--- config.mk ---
export PLATFORM = sky130hd
export DESIGN_NAME = synth_song_stream_parser_unit
export DESIGN_NICKNAME = d
export VERILOG_FILES = /design/src/hw/rtl/ssp_pkg.sv /design/src/hw/rtl/ssp_front.sv /design/src/hw/rtl/ssp_queue.sv /design/src/hw/rtl/ssp_back.sv /design/src/hw/rtl/synth_song_stream_parser_unit.sv
export SDC_FILE = /design/constraint.sdc
export NUM_CORES = 1
export LEC_CHECK = 0
export CORE_UTILIZATION = 57
export DETAILED_ROUTE_END_ITERATION = 8
export DONT_BUFFER_PORTS = 1
export PLACE_DENSITY = 0.74
export SETUP_SLACK_MARGIN = 0.05
export SKIP_LAST_GASP = 1
export SLEW_MARGIN = 0
export SYNTH_ARGS = -nofsm -noshare
export SYNTH_HDL_FRONTEND = slang
export SYNTH_SLANG_ARGS = --single-unit
export TNS_END_PERCENT = 100
--- constraint.sdc ---
create_clock -name aclk -period 5.2 [get_ports aclk]
set_clock_uncertainty 0.15 [all_clocks]
set_input_delay 0.26 -clock aclk [delete_from_list [all_inputs] [get_ports aclk]]
set_output_delay 0.26 -clock aclk [all_outputs]
set_load 0.005 [all_outputs]
--- src/hw/rtl/ssp_pkg.sv ---
// Shared types and constants for the song stream parser.
// No dependencies; used by every module of the block.
package ssp_pkg;

    // result kinds
    localparam logic [2:0] KIND_HEADER   = 3'd0;
    localparam logic [2:0] KIND_CHANBYTE = 3'd1;
    localparam logic [2:0] KIND_DELAY    = 3'd2;
    localparam logic [2:0] KIND_NOTE     = 3'd3;
    localparam logic [2:0] KIND_RESERVED = 3'd4;
    localparam logic [2:0] KIND_END      = 3'd5;
    localparam logic [2:0] KIND_ERROR    = 3'd6;

    localparam int QUEUE_DEPTH = 4;
    localparam int QPTR_W      = $clog2(QUEUE_DEPTH);
    localparam int QCNT_W      = $clog2(QUEUE_DEPTH + 1);

    typedef struct packed {
        logic [7:0] byte_value;
        logic       end_of_stream;
    } in_t;

    typedef struct packed {
        logic [2:0]  kind;
        logic [7:0]  channel_id;
        logic [7:0]  master_level;
        logic [7:0]  channel_mode;
        logic [23:0] wide_value;
        logic [7:0]  data_byte;
        logic [12:0] delay_ticks;
        logic [6:0]  note_id;
        logic [6:0]  velocity;
        logic [14:0] duration;
        logic [1:0]  reserved_length;
        logic        last_of_run;
    } out_t;

    // one queued request: the primary result and whether an end follows it
    typedef struct packed {
        out_t res;
        logic add_end;
    } entry_t;

    typedef struct packed {
        logic   push;
        entry_t entry;
    } push_t;

endpackage

--- src/hw/rtl/ssp_front.sv ---
// Front end: takes one byte per accepted request, tracks the file layout
// and emits at most one queue entry per byte. Depends on ssp_pkg.
module ssp_front (
    input  logic           aclk,
    input  logic           aresetn,
    input  logic           accept,
    input  ssp_pkg::in_t   in_data,
    output ssp_pkg::push_t push_out
);

    typedef enum logic [2:0] {
        ST_SIG, ST_CHAN, ST_PAY, ST_EVT, ST_END, ST_ERR
    } stage_t;

    localparam logic [31:0] SIG_WORD = 32'h0045_4753;

    stage_t      stage_reg, stage_next;
    logic [2:0]  idx_reg, idx_next;
    logic [47:0] hs_reg, hs_next;
    logic [23:0] rem_reg, rem_next;
    logic [7:0]  lead_reg, lead_next;
    logic [7:0]  first_reg, first_next;

    logic [7:0]  b;
    logic        eos;
    logic [2:0]  idx_inc;
    logic [47:0] hs_shift;
    logic [7:0]  sig_byte;
    logic [1:0]  extra_b, extra_lead;
    logic        give_err, give_prim, end_req;
    ssp_pkg::out_t prim;
    logic [6:0]  d_inc;
    logic [5:0]  dur_inc;
    logic [6:0]  vel_raw, vel_q, vel;

    // bytes after a lead: 0..2, or 3 for a lead with no meaning
    function automatic logic [1:0] lead_extra(input logic [7:0] lead);
        logic [1:0] r;
        case (lead[7:4])
            4'h8, 4'h9, 4'hA: r = 2'd2;
            4'hB:             r = 2'd0;
            4'hC:             r = 2'd1;
            4'hD, 4'hE:       r = 2'd2;
            default:          r = 2'd3;
        endcase
        return r;
    endfunction

    assign b        = in_data.byte_value;
    assign eos      = in_data.end_of_stream;
    assign idx_inc  = idx_reg + 3'd1;
    assign hs_shift = {hs_reg[39:0], b};
    assign sig_byte = SIG_WORD[{~idx_reg[1:0], 3'b000} +: 8];
    assign extra_b  = lead_extra(b);
    assign extra_lead = lead_extra(lead_reg);
    assign d_inc    = {1'b0, b[5:0]} + 7'd1;
    assign dur_inc  = {1'b0, b[4:0]} + 6'd1;
    assign vel_raw  = {first_reg[0], b[7:2]};
    assign vel_q    = {vel_raw[6:3], vel_raw[6:4]};

    always_comb begin
        stage_next = stage_reg;
        idx_next   = idx_reg;
        hs_next    = hs_reg;
        rem_next   = rem_reg;
        lead_next  = lead_reg;
        first_next = first_reg;
        give_err   = 1'b0;
        give_prim  = 1'b0;
        end_req    = 1'b0;
        prim       = '0;
        vel        = (lead_reg[7:4] == 4'h8) ? vel_raw : vel_q;

        case (stage_reg)
            ST_SIG: begin
                if (b != sig_byte) begin
                    give_err = 1'b1;
                end else if (idx_inc == 3'd4) begin
                    stage_next = ST_CHAN;
                    idx_next   = 3'd0;
                    end_req    = eos;
                end else begin
                    idx_next = idx_inc;
                    give_err = eos;
                end
            end
            ST_CHAN: begin
                if (idx_reg == 3'd0 && b == 8'hFF) begin
                    stage_next = ST_EVT;
                    end_req    = eos;
                end else begin
                    hs_next = hs_shift;
                    if (idx_inc < 3'd6) begin
                        idx_next = idx_inc;
                        give_err = eos;
                    end else begin
                        idx_next = 3'd0;
                        if (eos && hs_shift[23:0] != 24'd0) begin
                            give_err = 1'b1;
                        end else begin
                            give_prim          = 1'b1;
                            prim.kind          = ssp_pkg::KIND_HEADER;
                            prim.channel_id    = hs_shift[47:40];
                            prim.master_level  = hs_shift[39:32];
                            prim.channel_mode  = hs_shift[31:24];
                            prim.wide_value    = hs_shift[23:0];
                            rem_next           = hs_shift[23:0];
                            stage_next = (hs_shift[23:0] != 24'd0) ? ST_PAY : ST_CHAN;
                            end_req    = eos;
                        end
                    end
                end
            end
            ST_PAY: begin
                if (eos && rem_reg != 24'd1) begin
                    give_err = 1'b1;
                end else begin
                    give_prim      = 1'b1;
                    prim.kind      = ssp_pkg::KIND_CHANBYTE;
                    prim.data_byte = b;
                    rem_next       = rem_reg - 24'd1;
                    if (rem_reg == 24'd1) begin
                        stage_next = ST_CHAN;
                        idx_next   = 3'd0;
                        end_req    = eos;
                    end
                end
            end
            ST_EVT: begin
                if (idx_reg == 3'd0) begin
                    if (b == 8'h00) begin
                        end_req = 1'b1;
                    end else if (!b[7]) begin
                        give_prim   = 1'b1;
                        prim.kind   = ssp_pkg::KIND_DELAY;
                        prim.delay_ticks = b[6] ? {d_inc, 6'b0} : {7'b0, b[5:0]};
                        end_req     = eos;
                    end else if (extra_b == 2'd3) begin
                        give_err = 1'b1;
                    end else if (extra_b == 2'd0) begin
                        give_prim            = 1'b1;
                        prim.kind            = ssp_pkg::KIND_RESERVED;
                        prim.wide_value      = {16'b0, b};
                        prim.reserved_length = 2'd1;
                        end_req              = eos;
                    end else begin
                        lead_next = b;
                        idx_next  = 3'd1;
                        give_err  = eos;
                    end
                end else if (extra_lead == 2'd3 || extra_lead == 2'd0) begin
                    give_err = 1'b1;
                end else if (idx_reg == 3'd1) begin
                    first_next = b;
                    if (extra_lead == 2'd1) begin
                        give_prim            = 1'b1;
                        prim.kind            = ssp_pkg::KIND_RESERVED;
                        prim.wide_value      = {8'b0, lead_reg, b};
                        prim.reserved_length = 2'd2;
                        idx_next             = 3'd0;
                        end_req              = eos;
                    end else begin
                        idx_next = 3'd2;
                        give_err = eos;
                    end
                end else begin
                    give_prim = 1'b1;
                    idx_next  = 3'd0;
                    end_req   = eos;
                    case (lead_reg[7:4])
                        4'h8, 4'h9, 4'hA: begin
                            prim.kind       = ssp_pkg::KIND_NOTE;
                            prim.channel_id = {4'b0, lead_reg[3:0]};
                            prim.note_id    = first_reg[7:1];
                            prim.velocity   = (vel == 7'd0) ? 7'd1 : vel;
                            case (lead_reg[7:4])
                                4'h8:    prim.duration = {9'b0, b[1:0], 4'b0};
                                4'h9:    prim.duration = {3'b0, dur_inc, 6'b0};
                                default: prim.duration = {dur_inc, 9'b0};
                            endcase
                        end
                        default: begin
                            prim.kind            = ssp_pkg::KIND_RESERVED;
                            prim.wide_value      = {lead_reg, first_reg, b};
                            prim.reserved_length = 2'd3;
                        end
                    endcase
                end
            end
            ST_END: begin
            end
            default: begin
                give_err = 1'b1;
            end
        endcase

        push_out = '0;
        if (give_err) begin
            stage_next              = ST_ERR;
            idx_next                = 3'd0;
            push_out.push           = accept;
            push_out.entry.res.kind = ssp_pkg::KIND_ERROR;
        end else if (give_prim) begin
            push_out.push          = accept;
            push_out.entry.res     = prim;
            push_out.entry.add_end = end_req;
        end else if (end_req) begin
            push_out.push           = accept;
            push_out.entry.res.kind = ssp_pkg::KIND_END;
        end
        if (!give_err && end_req) begin
            stage_next = ST_END;
            idx_next   = 3'd0;
        end
    end

    always_ff @(posedge aclk) begin
        if (!aresetn) begin
            stage_reg <= ST_SIG;
            idx_reg   <= 3'd0;
        end else if (accept) begin
            stage_reg <= stage_next;
            idx_reg   <= idx_next;
        end
    end

    always_ff @(posedge aclk) begin
        if (accept) begin
            hs_reg    <= hs_next;
            rem_reg   <= rem_next;
            lead_reg  <= lead_next;
            first_reg <= first_next;
        end
    end

endmodule

--- src/hw/rtl/ssp_queue.sv ---
// Short queue between the front and back ends.
// Depends on ssp_pkg.
module ssp_queue (
    input  logic            aclk,
    input  logic            aresetn,
    input  ssp_pkg::push_t  push_in,
    output logic            full,
    output logic            q_valid,
    output ssp_pkg::entry_t q_entry,
    input  logic            pop
);

    ssp_pkg::entry_t mem [ssp_pkg::QUEUE_DEPTH];

    logic [ssp_pkg::QPTR_W-1:0] wr_reg, rd_reg;
    logic [ssp_pkg::QCNT_W-1:0] cnt_reg, cnt_next;
    logic                       do_pop;

    assign full    = (cnt_reg == ssp_pkg::QCNT_W'(ssp_pkg::QUEUE_DEPTH));
    assign q_valid = (cnt_reg != '0);
    assign q_entry = mem[rd_reg];
    assign do_pop  = pop && q_valid;

    always_comb begin
        cnt_next = cnt_reg;
        if (push_in.push && !do_pop) begin
            cnt_next = cnt_reg + 1'b1;
        end else if (!push_in.push && do_pop) begin
            cnt_next = cnt_reg - 1'b1;
        end
    end

    always_ff @(posedge aclk) begin
        if (!aresetn) begin
            wr_reg  <= '0;
            rd_reg  <= '0;
            cnt_reg <= '0;
        end else begin
            cnt_reg <= cnt_next;
            if (push_in.push) begin
                wr_reg <= wr_reg + 1'b1;
            end
            if (do_pop) begin
                rd_reg <= rd_reg + 1'b1;
            end
        end
    end

    always_ff @(posedge aclk) begin
        if (push_in.push) begin
            mem[wr_reg] <= push_in.entry;
        end
    end

endmodule

--- src/hw/rtl/ssp_back.sv ---
// Back end: drains the queue into the output register, appending the
// trailing end result where an entry asks for one. Depends on ssp_pkg.
module ssp_back (
    input  logic            aclk,
    input  logic            aresetn,
    input  logic            q_valid,
    input  ssp_pkg::entry_t q_entry,
    output logic            pop,
    output logic            m_valid,
    input  logic            m_ready,
    output ssp_pkg::out_t   m_payload
);

    logic          valid_reg, valid_next;
    logic          pend_reg, pend_next;
    ssp_pkg::out_t out_reg, out_next;
    logic          load;

    assign load = !valid_reg || m_ready;

    always_comb begin
        valid_next = valid_reg;
        pend_next  = pend_reg;
        out_next   = out_reg;
        pop        = 1'b0;
        if (load) begin
            if (pend_reg) begin
                out_next             = '0;
                out_next.kind        = ssp_pkg::KIND_END;
                out_next.last_of_run = 1'b1;
                valid_next           = 1'b1;
                pend_next            = 1'b0;
            end else if (q_valid) begin
                pop                  = 1'b1;
                out_next             = q_entry.res;
                out_next.last_of_run = !q_entry.add_end;
                pend_next            = q_entry.add_end;
                valid_next           = 1'b1;
            end else begin
                valid_next = 1'b0;
            end
        end
    end

    always_ff @(posedge aclk) begin
        if (!aresetn) begin
            valid_reg <= 1'b0;
            pend_reg  <= 1'b0;
        end else begin
            valid_reg <= valid_next;
            pend_reg  <= pend_next;
        end
    end

    always_ff @(posedge aclk) begin
        out_reg <= out_next;
    end

    assign m_valid   = valid_reg;
    assign m_payload = out_reg;

endmodule

--- src/hw/rtl/synth_song_stream_parser_unit.sv ---
// Top level of the song stream parser.
// Depends on ssp_pkg, ssp_front, ssp_queue and ssp_back.
//
// Usage:
//   s_ channel: one file byte per request, with end_of_stream flagging the
//   last byte. m_ channel: parsed results (headers, payload bytes, delays,
//   notes, reserved events, end, error); a byte yields zero, one or two.
//   last_of_run marks the final result a byte produced.
// Order: the queue slot is written at the edge that accepts the byte and
//   the output register loads from it once that register is free and the
//   entries ahead of it have left. A trailing end result is loaded into the
//   output register after its partner has been taken.
// Throughput: one byte per cycle while the queue has a free slot. A byte
//   that yields two results holds the output register for both in turn, so
//   it sets the rate at one result per cycle while results are taken.
// Front end parses and pushes into a four-entry queue; s_ready drops only
//   when that queue is full, so a stalled receiver backs up into the queue
//   before the sender sees it.
// Reset (aresetn low, synchronous): parser back to the signature check,
//   queue and output register emptied. After an end result nothing more is
//   produced; after an error every further byte gives another error.
module synth_song_stream_parser_unit (
    input  logic          aclk,
    input  logic          aresetn,
    input  logic          s_valid,
    output logic          s_ready,
    input  ssp_pkg::in_t  s_payload,
    output logic          m_valid,
    input  logic          m_ready,
    output ssp_pkg::out_t m_payload
);

    ssp_pkg::push_t  push;
    ssp_pkg::entry_t q_entry;
    logic            q_full;
    logic            q_valid;
    logic            q_pop;
    logic            accept;

    // input takes a request whenever the queue has a free slot
    assign s_ready = !q_full;
    assign accept  = s_valid && s_ready;

    ssp_front u_front (
        .aclk     (aclk),
        .aresetn  (aresetn),
        .accept   (accept),
        .in_data  (s_payload),
        .push_out (push)
    );

    ssp_queue u_queue (
        .aclk    (aclk),
        .aresetn (aresetn),
        .push_in (push),
        .full    (q_full),
        .q_valid (q_valid),
        .q_entry (q_entry),
        .pop     (q_pop)
    );

    ssp_back u_back (
        .aclk      (aclk),
        .aresetn   (aresetn),
        .q_valid   (q_valid),
        .q_entry   (q_entry),
        .pop       (q_pop),
        .m_valid   (m_valid),
        .m_ready   (m_ready),
        .m_payload (m_payload)
    );

endmodule

==> flow_summary.toml, run 1 <==
[run_status]
status = "finished clean"

[global_route]
met1_usage_pct = 33.5
use_met2_pct = 36.9
grt_max_degree = 66
gr-usage-met3_pct = 4.21
grt.total_usage_pct = 23.4
grt-ovfl-total = 0
grt_pass1_wl_um = 72800
busiest_layer = "met2"
antenna_found_initial = 1
grt_pass1_vias = 11700

[die]
floorplan.initialDensity_pct = 58.0
core_sq_um = 40900
dieArea_sq_um = 42400
die_w_um = 206
die_y_um = 206
floorplan.rows = 74
io-pin-count = 119

[worst_hold_path]
holdPathStages = 3
whs_endpoint = "u_queue.mem[2][42]$_DFFE_PP_"
hold_start = "s_payload[2]"
hp-class = "in2reg"

[worst_setup_path]
cp_data_arrival_time_ns = 4.57
slowest_stage = "dlygate4sd3_1"
path_max_fanout = 11
max_stage_delay_ns = 1.01
startpoint_type = "primary input"
r2r_cells = 13
end_kind = "register"
cp_cell_sequence = "dlygate4sd3_1, inv_1, ha_1, nor4b_1, nand2_1, or2_1, a211oi_4, nor3_1, a31oi_4, ha_1, inv_1, fa_1, xor2_1, or3_1, a21boi_0"
worstReg2RegEnd = "u_queue.cnt_reg[2]$_SDFFE_PN0P_"
crit_start = "s_payload[1]"
critPathKind = "in2reg"
r2r_start = "u_front.rem_reg[1]$_DFFE_PP_"
regToRegSetupSlack_ns = 1.11
worstPathRequired_ns = 5.57

[sta]
hold_viol_final = 0
layout_min_cycle_time_ns = 4.20
period_share_pct = 80.8
max_slew_margin_pct = 23.9
worst_pin_slew_ns = 1.14
fin_setup_tns_ns = 0
fmax_mhz = 238
rsz0062_at_grt = "no"
slew_viol_final = 0
setup_viol = 0

[synthesis]
synth_top_area_share_pct = 73.3
ys_seq_area_share_pct = 74.7
synthTopCellsByCount = "edfxtp_1 (579), nor2b_1 (104), mux4_2 (100)"
synth.area.top_cells = "edfxtp_1 (73%), mux4_2 (9.5%), nor2b_1 (2.7%), dfxtp_1 (1.4%), and2_1 (1.4%)"
synth.avg_cell_area_sq_um = 18.0
ys_async_sr_fraction_pct = 0
ys_seq_elements = 596
yosysMostFrequentCell = "edfxtp_1"
synth_edf_count = 579
synth_flop_cell = "edfxtp_1"
syn_area_sq_um = 23700
postSynthCellCount = 1316
synth_cell_types = 67
yosysTopAreaCell = "edfxtp_1"
ys_warn_count = 0

[cts]
worstSkewPairLatency_ns = 0.61
clkSinkCount = 596
cts-buffers-inserted = 57
cts_root_buf = "clkbuf_16"
clock_path_buffers = 3
holdBufCountCts = 12
clkTransAtPathRegs_ns = 0.06
h-tree-depth = 2
cts_tree = "done"
cts_resized = 0
post_cts_buffers = 0

[job]
maxCapViolCount = 0

[power]
p_per_area_nw_per_um2 = 497
p_leak_nw = 8.59
peakVddDrop_uv = 304

[final_layout]
syn_to_final_growth_pct = 11.6
nets = 1379
fill_cells = 2745
drive_gt1_share_pct = 16.9
largest_reg_flops = 400
post-route-util_pct = 64.7

[route]
wire_per_inst_um = 25.0
vias = 11900
wirelength_um = 48200
drtPass1Iterations = 6
avgViaCountPerCell = 6.15
drt-initial-drc-count = 1010
antenna_left = 0
drc = 0

[placement]
hpwlAfterDp_um = 29400
portBuffers = 0
routabilityCongestion = 0.876
layer usage:
layer	up-vias	share of wire (%)
met5	-	0
met4	0	2.4
met3	85	6.9
met2	488	48
met1	6080	42
li1	5209	-
worst max-delay path: cells and delay by family:
| kind | cells | cell delay, ns |
|---|---|---|
| XOR/XNOR | 1 | 0.08 |
| adder cells (fa/ha/maj) | 3 | 0.74 |
| AND/OR/NAND/NOR | 5 | 1.62 |
| AO/OA/AOI/OAI | 3 | 0.57 |
| buffers and inverters | 3 | 1.29 |
power breakdown:
part,total (mW),switching (mW),internal (mW),leakage [nW]
Clock,4.17,1.71,2.46,0.929
Combinational,2.16,1.19,0.973,2.26
Sequential,6.84,0.446,6.39,5.41
layout by cell type, fill, tap and decap left out, drive strengths merged, types with 6 or more instances in the layout:
cell	instances
or2	7
nor3	18
nor2	59
nor4	14
a21oi	14
and2	52
dlygate4sd3	12
dfxtp	17
clkbuf	70
nand2	49
mux4	100
o21ai	33
inv	27
edfxtp	579
buf	26
mux2i	6
clkinv	24
a222oi	7
xor2	15
ha	16
nand2b	6
nor2b	104
nand3	7
bufinv	8
xnor2	13
a22o	11
and3	18
a31oi	13
worst max path at each step:
stage                                       to  slack (ns)  cells after the start
3_3_place_gp      u_queue.mem[0][57]$_DFFE_PP_        1.24                      9
6_report       u_queue.cnt_reg[2]$_SDFFE_PN0P_        1.00                     15
5_1_grt        u_queue.cnt_reg[2]$_SDFFE_PN0P_        0.78                     15
4_1_cts        u_queue.cnt_reg[2]$_SDFFE_PN0P_        1.11                     15
2_1_floorplan      u_queue.mem[0][0]$_DFFE_PP_        1.06                      8
3_5_place_dp   u_queue.cnt_reg[2]$_SDFFE_PN0P_        1.14                     13
cell type report:
| class | count | area (sq um) | share of cell area, % |
|---|---|---|---|
| Multi-Input combinational cell | 630 | 5670 | 21.4 |
| Tap cell | 532 | 666 | 2.51 |
| Clock buffer | 70 | 1520 | 5.73 |
| Sequential cell | 596 | 17700 | 67.0 |
| Antenna cell | 3 | 7.51 | 0.0283 |
| Timing Repair Buffer | 38 | 415 | 1.57 |
| Inverter | 26 | 97.6 | 0.368 |
| Clock inverter | 35 | 375 | 1.42 |
cells by family (layout without fill, tap and decap cells):
family / after synthesis / in the layout / synth area share [%]
DFF: 596 / 596 / 74.7
and+or+nand+nor: 364 / 364 / 8.59
AOI/OAI and AO/OA: 111 / 111 / 3.42
muxes: 106 / 106 / 9.75
buffers and inverters: 93 / 169 / 1.54
xor gates and xnor gates: 28 / 28 / 1.03
adders and majority gates: 17 / 17 / 0.928
other: 1 / 7 / 0.0158
through the flow:
| step | setup WS [ns] | total power, mW | instance area [sq um] | std cells | hold WS, ns |
|---|---|---|---|---|---|
| final | 1.00 | 13.2 | 26500 | 1930 | 0.0315 |
| after global routing | 0.776 | 13.7 | 26500 | 1930 | 0.0354 |
| after CTS | 1.11 | 13.3 | 26500 | 1927 | 0.00358 |
| after detailed placement | 1.14 | 9.13 | 24500 | 1810 | 0.215 |
| after global placement | 1.24 | 9.05 | 24500 | 1810 | 0.215 |
| after floorplan | 1.06 | 8.45 | 23700 | 1319 | 0.209 |
(Power assumes the default switching activity.)
==> run 2: changes to the inputs <==
ABC_AREA = 1   (was default)
clock period = 3.63 ns   (was 5.2 ns; I/O delays follow)
==> run 2 against run 1 <==
Hold slack improved by 0.030 ns. First-iteration DRC count is 90% higher. Combinational power increased by 130%. Critical path depth up 4. Total power grew 61%. Via count increased by 32%. Clock-buffer cell count rose by 2. Clock power up 49%. Setup slack worse by 0.79 ns. Non-clock buffer count increased by 25. Cell count increased by 38%. Critical endpoint is now u_queue.mem[0][48]$_DFFE_PP_. Largest power group unchanged.
==> flow_summary.toml, run 2 <==
[worst_setup_path]
cp_data_arrival_time_ns = 3.54
path_max_fanout = 23
startpoint_type = "primary input"
critPathKind = "in2reg"
regToRegSetupSlack_ns = 0.23
end_kind = "register"
worstPathRequired_ns = 3.75

[power]
swShare_pct = 31.5
comb_power_share_pct = 23.1
total_power_mw = 21.2
seqPwrFrac_pct = 47.6
switching_power_mw = 6.68
power.internal_mw = 14.5
p_leak_nw = 9.60
p_per_area_nw_per_um2 = 775
clkPwrFrac_pct = 29.4
peakVddDrop_uv = 836

[die]
core_sq_um = 42000
floorplan.initialDensity_pct = 57.9
dieArea_sq_um = 43500
floorplan.rows = 75
die_y_um = 209
io-pin-count = 119
die_w_um = 209

[placement]
hpwlAfterDp_um = 35600
routabilityCongestion = 0.937
placed_cells = 2536
portBuffers = 0
dpl_worst_slack_ns = 0.254

[cts]
clock_path_buffers = 3
h-tree-depth = 2
clkSinkCount = 596
worstSkewPairLatency_ns = 0.62
cts_tree = "done"
cts_root_buf = "clkbuf_16"
cts-buffers-inserted = 58
clkTransAtPathRegs_ns = 0.06

[sta]
rsz0062_at_grt = "yes"
period_share_pct = 94.1
fmax_mhz = 293
slew_viol_final = 0
layout_min_cycle_time_ns = 3.42
layout_setup_ws_ns = 0.214
worst_pin_slew_ns = 0.949
setup_viol = 0
hold_viol_final = 0
max_slew_margin_pct = 36.7

[synthesis]
synthAdderAreaFrac_pct = 0.905
synthTopCellsByCount = "edfxtp_1 (579), nor2_1 (547), o21ai_0 (234)"
synth_top_area_share_pct = 71.5
syn_area_sq_um = 24300
synth_compound_area_share_pct = 8.48
ys_async_sr_fraction_pct = 0
synth_edf_count = 579
synth_flop_cell = "edfxtp_1"
synth_cell_types = 48
synth.avg_cell_area_sq_um = 11.9
ys_seq_elements = 596
synth.area.top_cells = "edfxtp_1 (71%), nor2_1 (8.4%), o21ai_0 (4.8%), a21oi_1 (2.4%), nand2_1 (2.2%)"
postSynthCellCount = 2044
ys_warn_count = 0
synth_top_family_by_area = "simple AND/OR/NAND/NOR gates"
ys_seq_area_share_pct = 72.9
synthMuxAreaShare_pct = 0.123
synthXorXnorAreaFrac_pct = 0.612
yosysMostFrequentCell = "edfxtp_1"
yosys.area_share.simple_pct = 13.4
yosysTopAreaCell = "edfxtp_1"

[route]
avgViaCountPerCell = 5.86
vias = 15600
wirelength_um = 57000
antenna_left = 0
wire_per_inst_um = 21.4
drt-initial-drc-count = 1924
drtPass1Iterations = 5
drc = 0

[final_layout]
final_common_cell = "edfxtp_1"
largest_reg_flops = 400
most-common-layout-cells = "edfxtp_1 (579), nor2_1 (539), o21ai_0 (233)"
nets = 2105
syn_to_final_growth_pct = 12.5
fin_cells = 2662
ff_latch_area_sq_um = 17700
multi_input_area_sq_um = 5790
drive_gt1_share_pct = 9.37
insertedDiodeCount = 0
fill_cells = 3013

[global_route]
grt-ovfl-total = 0
antenna_found_initial = 2
grt_max_degree = 81
grt.total_usage_pct = 26.2
grt_pass1_vias = 14700
grt_pass1_wl_um = 86300

[job]
maxCapViolCount = 0

[run_status]
status = "finished clean"

[worst_hold_path]
hp-class = "in2reg"
-- run 2: cell types whose count changed in the layout (fill, tap and decap cells not counted), sizes merged, moves of 18 or more --
cell,before,now
nand2,49,153
o21ai,33,239
and2,52,0
nor2b,104,0
mux4,100,0
nand3,7,40
and3,18,0
buf,26,51
nor2,59,562
a21oi,14,118
inv,27,132
-- run 2: repair_timing --
action	in CTS	in global routing
endpoints found under the hold margin	222	0
setup endpoints to repair	0	41
setup buffers	0	6
hold buffers	13	0
gates resized for setup	0	3
-- run 2: power by group through the flow --
| stage | combinational (mW) | sequential [mW] | clock [mW] |
|---|---|---|---|
| final | 4.89 | 10.1 | 6.23 |
| after global routing | 5.44 | 10.2 | 6.55 |
| after CTS | 4.89 | 10.1 | 6.30 |
| after detailed placement | 4.81 | 10.2 | 0 |
| after global placement | 4.68 | 10.2 | 0 |
| after floorplan | 3.32 | 10.0 | 0 |
-- run 2: final timing paths --
kind / endpoint / startpoint / cells after the start
worst max-delay path: u_queue.mem[0][48]$_DFFE_PP_ / s_payload[2] / 19
worst min-delay path: u_front.stage_reg[1]$_SDFFE_PN0P_ / s_payload[0] / 6
worst max register to register: u_queue.mem[0][48]$_DFFE_PP_ / u_front.lead_reg[4]$_DFFE_PP_ / 18
worst min register to register: u_front.hs_reg[24]$_DFFE_PP_ / u_front.hs_reg[16]$_DFFE_PP_ / 0
-- run 2: cells by family after synthesis --
family,Yosys count
and+or+nand+nor,794
DFF,596
AOI/OAI and AO/OA,391
buffers and inverters,225
adders and majority gates,17
xor gates and xnor gates,17
muxes,3
other,1
-- run 2: stage by stage --
| stage | utilization [%] | setup TNS [ns] | hold slack (ns) | area [sq um] |
|---|---|---|---|---|
| 4_1_cts | 65.0 | 0 | 0.0117 | 27300 |
| 2_1_floorplan | - | -111.99 | 0.130 | 24400 |
| 3_5_place_dp | 60.0 | 0 | 0.133 | 25200 |
| 5_1_grt | 65.1 | -0.00293 | 0.0732 | 27400 |
| 3_3_place_gp | 60.0 | 0 | 0.133 | 25200 |
| 6_report | 65.1 | 0 | 0.0617 | 27400 |
-- run 2: layout make-up --
class / count / share of cell area (%)
clock inverters: 36 / 1.67
clock buffers: 72 / 5.57
repair buffers: 63 / 2.48
well taps: 539 / 2.46
inverters: 130 / 1.82
multi-input cells: 1226 / 21.2
flip-flops and latches: 596 / 64.8
-- run 2: layer usage --
| metal | track usage (%) | wire, um | vias up |
|---|---|---|---|
| met5 | 0 | 13 | - |
| met3 | 5.85 | 4940 | 114 |
| li1 | - | - | 7183 |
| met4 | 7.83 | 1520 | 2 |
| met1 | 36.8 | 23700 | 7596 |
| met2 | 41.5 | 26800 | 715 |
-- run 2: worst max-delay path: stages --
cell and delay, ns:
dlygate4sd3_1 0.71, inv_1 0.39, ha_1 0.26, nand2_1 0.06
nor2_1 0.12, nand2_2 0.11, nor2_4 0.13, nand3_4 0.11
nand2_1 0.08, nand2_1 0.06, nand2_2 0.09, nand2_2 0.07
nand2_2 0.10, nor2_4 0.05, nor2_4 0.14, buf_4 0.17
inv_4 0.06, nor2_4 0.22, buf_4 0.38
